--- config.mk ---
export PLATFORM = sky130hd
export DESIGN_NAME = sorted_index_list
export DESIGN_NICKNAME = d
export VERILOG_FILES = /design/src/design/sil_pkg.sv /design/src/design/sorted_index_list.sv
export SDC_FILE = /design/constraint.sdc
export NUM_CORES = 2
export LEC_CHECK = 0
export BUFFER_PORTS_ARGS = -buffer_cell sky130_fd_sc_hd__buf_2
export CAP_MARGIN = 20
export CORE_MARGIN = 2
export CORE_UTILIZATION = 32
export DETAILED_ROUTE_END_ITERATION = 12
export GPL_TIMING_DRIVEN = 0
export PLACE_DENSITY = 0.53
export SLEW_MARGIN = 0
export SYNTH_ARGS = -nofsm -noshare
export SYNTH_HDL_FRONTEND = slang
export SYNTH_SLANG_ARGS = --single-unit
--- constraint.sdc ---
create_clock -name clk -period 13 [get_ports clk]
set_input_delay 2.6 -clock clk [delete_from_list [all_inputs] [get_ports clk]]
set_output_delay 2.6 -clock clk [all_outputs]
set_load 0.05 [all_outputs]
--- src/design/sil_pkg.sv ---
package sil_pkg;

  localparam logic REQ_INSERT = 1'b0;
  localparam logic REQ_DELETE = 1'b1;

  localparam logic [1:0] ST_DONE  = 2'd0;
  localparam logic [1:0] ST_FULL  = 2'd1;
  localparam logic [1:0] ST_RANGE = 2'd2;

endpackage

--- src/design/sorted_index_list.sv ---
// Sorted list of signed words held in one synchronous RAM (one write, one read port).
// A refused request, or an insert into an empty list, answers in the cycle after start; an
// insert walks down from the top entry, one RAM read a cycle; a delete walks up from the position.
// One request at a time: busy is high until the done strobe; the receiver cannot stall.
// Synchronous reset empties the list; the RAM is not cleared.
module sorted_index_list
  import sil_pkg::*;
#(
  parameter int CAPACITY = 64
) (
  input  logic               clk,
  input  logic               rst,
  input  logic               start,
  input  logic               req_type,
  input  logic signed [31:0] value,
  input  logic [5:0]         position,
  input  logic               batch_last,
  output logic               busy,
  output logic               done,
  output logic [1:0]         status,
  output logic [6:0]         entry_count,
  output logic [5:0]         where_done,
  output logic signed [31:0] removed_value,
  output logic               batch_done
);

  localparam int AW = $clog2(CAPACITY);
  localparam int CW = $clog2(CAPACITY + 1);

  typedef enum logic [1:0] {S_IDLE, S_INS, S_PUT, S_DEL} state_t;

  state_t               state;
  logic [CW-1:0]        count;
  logic [AW-1:0]        sp;
  logic                 pend;
  logic [AW-1:0]        paddr;
  logic [AW-1:0]        last;
  logic [AW-1:0]        pos;
  logic signed [31:0]   val;
  logic                 blast;

  logic [31:0]          mem [CAPACITY];
  logic [31:0]          rdata;

  logic                 we;
  logic [AW-1:0]        waddr;
  logic [31:0]          wdata;
  logic                 less;

  assign busy = (state != S_IDLE);
  assign less = ($signed(rdata) < val);

  always_ff @(posedge clk) begin
    rdata <= mem[sp];
    if (we) begin
      mem[waddr] <= wdata;
    end
  end

  // The write trails the read by two addresses, so a walk never reads what it has just written.
  always_comb begin
    we    = 1'b0;
    waddr = '0;
    wdata = val;
    case (state)
      S_IDLE: begin
        if (start && req_type == REQ_INSERT && count == '0) begin
          we    = 1'b1;
          wdata = value;
        end
      end
      S_INS: begin
        if (pend) begin
          we    = 1'b1;
          waddr = paddr + AW'(1);
          wdata = less ? val : rdata;
        end
      end
      S_PUT: begin
        we = 1'b1;
      end
      S_DEL: begin
        if (pend && paddr != pos) begin
          we    = 1'b1;
          waddr = paddr - AW'(1);
          wdata = rdata;
        end
      end
      default: begin
        we = 1'b0;
      end
    endcase
  end

  always_ff @(posedge clk) begin
    if (rst) begin
      state <= S_IDLE;
      count <= '0;
      pend  <= 1'b0;
      done  <= 1'b0;
    end else begin
      done <= 1'b0;
      case (state)
        S_IDLE: begin
          if (start) begin
            val   <= value;
            blast <= batch_last;
            pend  <= 1'b0;
            if (req_type == REQ_INSERT) begin
              if (count == CW'(CAPACITY)) begin
                done          <= 1'b1;
                status        <= ST_FULL;
                entry_count   <= 7'(count);
                where_done    <= '0;
                removed_value <= '0;
                batch_done    <= batch_last;
              end else if (count == '0) begin
                count         <= CW'(1);
                done          <= 1'b1;
                status        <= ST_DONE;
                entry_count   <= 7'd1;
                where_done    <= '0;
                removed_value <= '0;
                batch_done    <= batch_last;
              end else begin
                sp    <= AW'(count - CW'(1));
                state <= S_INS;
              end
            end else begin
              if (32'(position) >= 32'(count)) begin
                done          <= 1'b1;
                status        <= ST_RANGE;
                entry_count   <= 7'(count);
                where_done    <= '0;
                removed_value <= '0;
                batch_done    <= batch_last;
              end else begin
                sp    <= AW'(position);
                pos   <= AW'(position);
                last  <= AW'(count - CW'(1));
                state <= S_DEL;
              end
            end
          end
        end
        S_INS: begin
          pend  <= 1'b1;
          paddr <= sp;
          sp    <= sp - AW'(1);
          if (pend) begin
            if (less) begin
              count         <= count + CW'(1);
              done          <= 1'b1;
              status        <= ST_DONE;
              entry_count   <= 7'(count + CW'(1));
              where_done    <= 6'(paddr + AW'(1));
              removed_value <= '0;
              batch_done    <= blast;
              pend          <= 1'b0;
              state         <= S_IDLE;
            end else if (paddr == '0) begin
              // Every stored entry moved up: the new value becomes the first entry.
              pend  <= 1'b0;
              state <= S_PUT;
            end
          end
        end
        S_PUT: begin
          count         <= count + CW'(1);
          done          <= 1'b1;
          status        <= ST_DONE;
          entry_count   <= 7'(count + CW'(1));
          where_done    <= '0;
          removed_value <= '0;
          batch_done    <= blast;
          state         <= S_IDLE;
        end
        S_DEL: begin
          pend  <= 1'b1;
          paddr <= sp;
          sp    <= sp + AW'(1);
          if (pend) begin
            if (paddr == pos) begin
              removed_value <= rdata;
            end
            if (paddr == last) begin
              count       <= count - CW'(1);
              done        <= 1'b1;
              status      <= ST_DONE;
              entry_count <= 7'(count - CW'(1));
              where_done  <= 6'(pos);
              batch_done  <= blast;
              pend        <= 1'b0;
              state       <= S_IDLE;
            end
          end
        end
        default: begin
          state <= S_IDLE;
        end
      endcase
    end
  end

endmodule

==> results_dict.tcl <==
set metrics [dict create \
    synth_top_area_share_pct 74.6 \
    placed_area_um2 96300 \
    grt_pass1_wl_mm 350 \
    antenna_found_initial 12 \
    yosysMostFrequentCell "edfxtp_1" \
    synthTopCellsByCount "edfxtp_1, mux4_2, clkbuf_1" \
    routed_wl_mm 250 \
    n_fill_cell 24124 \
    synth-edff-count 2153 \
    p_per_area_nw_per_um2 215 \
    cp-start-kind "input pin" \
    worstMarginPinSlew_ns 1.27 \
    numCtsBuffers 219 \
    die_y_um 525 \
    synth_simple_gate_area_share_pct 2.16 \
    cts_num_sinks 2196 \
    area_growth_syn_to_layout_pct 19.7 \
    design_area_um2 104000 \
    reg2reg_slack_ns 7.77 \
    design.die.area_um2 275000 \
    ys.warnings.count 0 \
    cp_max_fo 10 \
    ir_drop_mv 0.124 \
    place.gp.congestion 0.855 \
    hold_viol 0 \
    r2r_cells 11 \
    synth_top_family_by_area "multiplexers" \
    ys_top_cells_by_area "edfxtp_1, mux4_2, dfxtp_1, ha_1, clkbuf_1" \
    yosys.area.top_type "edfxtp_1" \
    p_comb_share_pct 28.3 \
    p_int_mw 15.2 \
    dp_slack_ns 6.36 \
    synthMuxAreaShare_pct 17.9 \
    postRouteAntennaNets 0 \
    drv_cap 0 \
    min_to "paddr[3]" \
    setup_viol 0 \
    drc 0 \
    seq_area_frac_synth_pct 75.6 \
    yosys.area_share.adder_pct 0.773 \
    layout-drive-gt1-share_pct 32.1 \
    min_from "sp[3]" \
    grt_overflow_total 0 \
    grtUsageTotal_pct 18.0 \
    post-route-period-util_pct 45.2 \
    drv_slew 0 \
    die_x_um 525 \
    period_minus_slack_ns 5.87 \
    end_kind "register" \
    synth-async-reset-ratio_pct 0 \
    fmax_mhz 170 \
    power.switching_mw 7.05 \
    dr.pass1.iters 5 \
    io_pins 93 \
    start_util_pct 32.1 \
    synth.avg_cell_area_um2 22.2 \
    grt_pass1_vias 43953 \
    clk_latency_ns 0.87 \
    via_per_inst 5.31 \
    r2r-start "paddr[0]" \
    fin_skew_ns 0.0379 \
    outcome "complete, no violations" \
    clk_path_buf_depth 3 \
    rr_endpoint "mem[0][5]" \
    synth_nets 3998 \
    root_buffer "clkbuf_16" \
    io_buffers 92 \
    drt-initial-drc-count 4674 \
    clkPwrFrac_pct 28.7 \
    vias 43689 \
    place_inst 7787 \
    critical_path_required_ns 13.56 \
    core_um2 270000 \
    synth_top_flop_cell "edfxtp_1" \
    pwr-share-seq_pct 43.0 \
    worstSetupPathType "in -> reg" \
    holdWs_ns 0.537 \
    hold_depth 0 \
    grt_max_degree 45 \
    p_leak_nw 32.6 \
    slew-limit-headroom_pct 15.5 \
    hpwlAfterDp_mm 178 \
    synth.distinct_cells 73 \
    hold_buffers 0 \
    wl_per_cell_um 30.4 \
    synth_cells 3902 \
    ys_seq_elements 2196 \
    stdcell_count 8224 \
    cts_max_level 4 \
    rows 191 \
    cts_tree "yes" \
    synthXorXnorAreaFrac_pct 0.283 \
    hp-class "reg -> reg" \
    synthesis.area_um2 86700 \
    clk_pin_slew_ns 0.06 \
    swShare_pct 31.7 \
    synth_compound_area_share_pct 2.05 \
    worstPathArrival_ns 6.43 \
    final_nets 4549 \
    setup_slack_ns 7.13 \
    cts_resized 0 \
    cts_setup_buffers 0 \
    rsz0062_at_grt "false" \
]
layer usage:
layer,up-vias,global-route usage (%),part of all wire [%]
met5,-,0,0.0052
met4,2,5.48,2.9
met3,304,3.26,7.3
met2,1781,28.5,47
met1,23907,25.4,43
li1,17695,-,-
flip-flops by register name (all words and copies together), names as in the netlist, 7 cells and up:
register       count
count              7
rdata             32
val               32
removed_value     32
mem             2048
entry_count        7
cells in the final DEF, fill, tap and decap left out, types with 39 or more instances in the layout:
master,Yosys,routed
clkinv_1,1,39
a21oi_1,40,40
clkbuf_16,0,220
mux4_2,665,665
nor2_4,0,50
buf_6,4,51
clkbuf_1,140,195
buf_8,0,41
ha_1,52,52
dfxtp_1,43,43
inv_1,51,51
nand2_1,139,139
edfxtp_1,2153,2153
buf_2,17,112
buf_12,0,87
mux2_2,41,41
o21ai_0,60,60
buf_1,57,54
how the worst max path moves through the flow:
stage | start | endpoint | cells after the start
floorplan | start | mem[0][31] | 5
global placement | start | mem[48][31] | 6
detailed placement | start | mem[35][10] | 15
CTS | start | mem[35][12] | 15
global route | start | mem[35][10] | 15
finish | start | mem[35][11] | 15
per-stage QoR:
step | util [%] | power [mW] | TNS [ns]
after floorplan | - | 12.9 | 0
after global placement | 33.9 | 15.4 | -63.22
after detailed placement | 35.7 | 16.0 | 0
after CTS | 38.3 | 22.4 | 0
after global routing | 38.4 | 23.0 | 0
final | 38.4 | 22.3 | 0
power groups by stage:
stage	clock (mW)	sequential, mW	combinational (mW)
floorplan	0	9.88	2.98
global placement	0	10.1	5.35
detailed placement	0	9.72	6.28
CTS	6.51	9.57	6.29
global route	6.77	9.59	6.64
finish	6.40	9.58	6.30
worst max-delay path: stages:
cell      delay [ns]
buf_2           0.11
inv_1           0.10
or4b_1          0.51
buf_2           0.23
a32o_1          0.43
nor3b_2         0.33
nand2b_1        0.08
clkbuf_1        0.30
nor4_2          0.55
buf_4           0.28
buf_6           0.14
buf_4           0.19
buf_4           0.20
buf_6           0.16
buf_4           0.19
cells by family after synthesis:
kind of cell               after synthesis
DFF                                   2196
muxes                                  718
and+or+nand+nor                        374
buffers and inverters                  271
AOI/OAI and AO/OA                      262
adders and majority gates               53
xor gates and xnor gates                28
final cells by class:
type                    count  area [µm²]  share of cell area [%]
flip-flops and latches   2196       65500                    63.1
inverters                  52         195                   0.188
multi-input cells        1435       21100                    20.4
clock buffers             287        5860                    5.64
diodes                      9        22.5                  0.0217
plain buffers             219         881                   0.849
clock inverters           126        1380                    1.33
repair buffers            330        4320                    4.16
well taps                3570        4470                    4.30
Power figures use the tool's default switching activity.
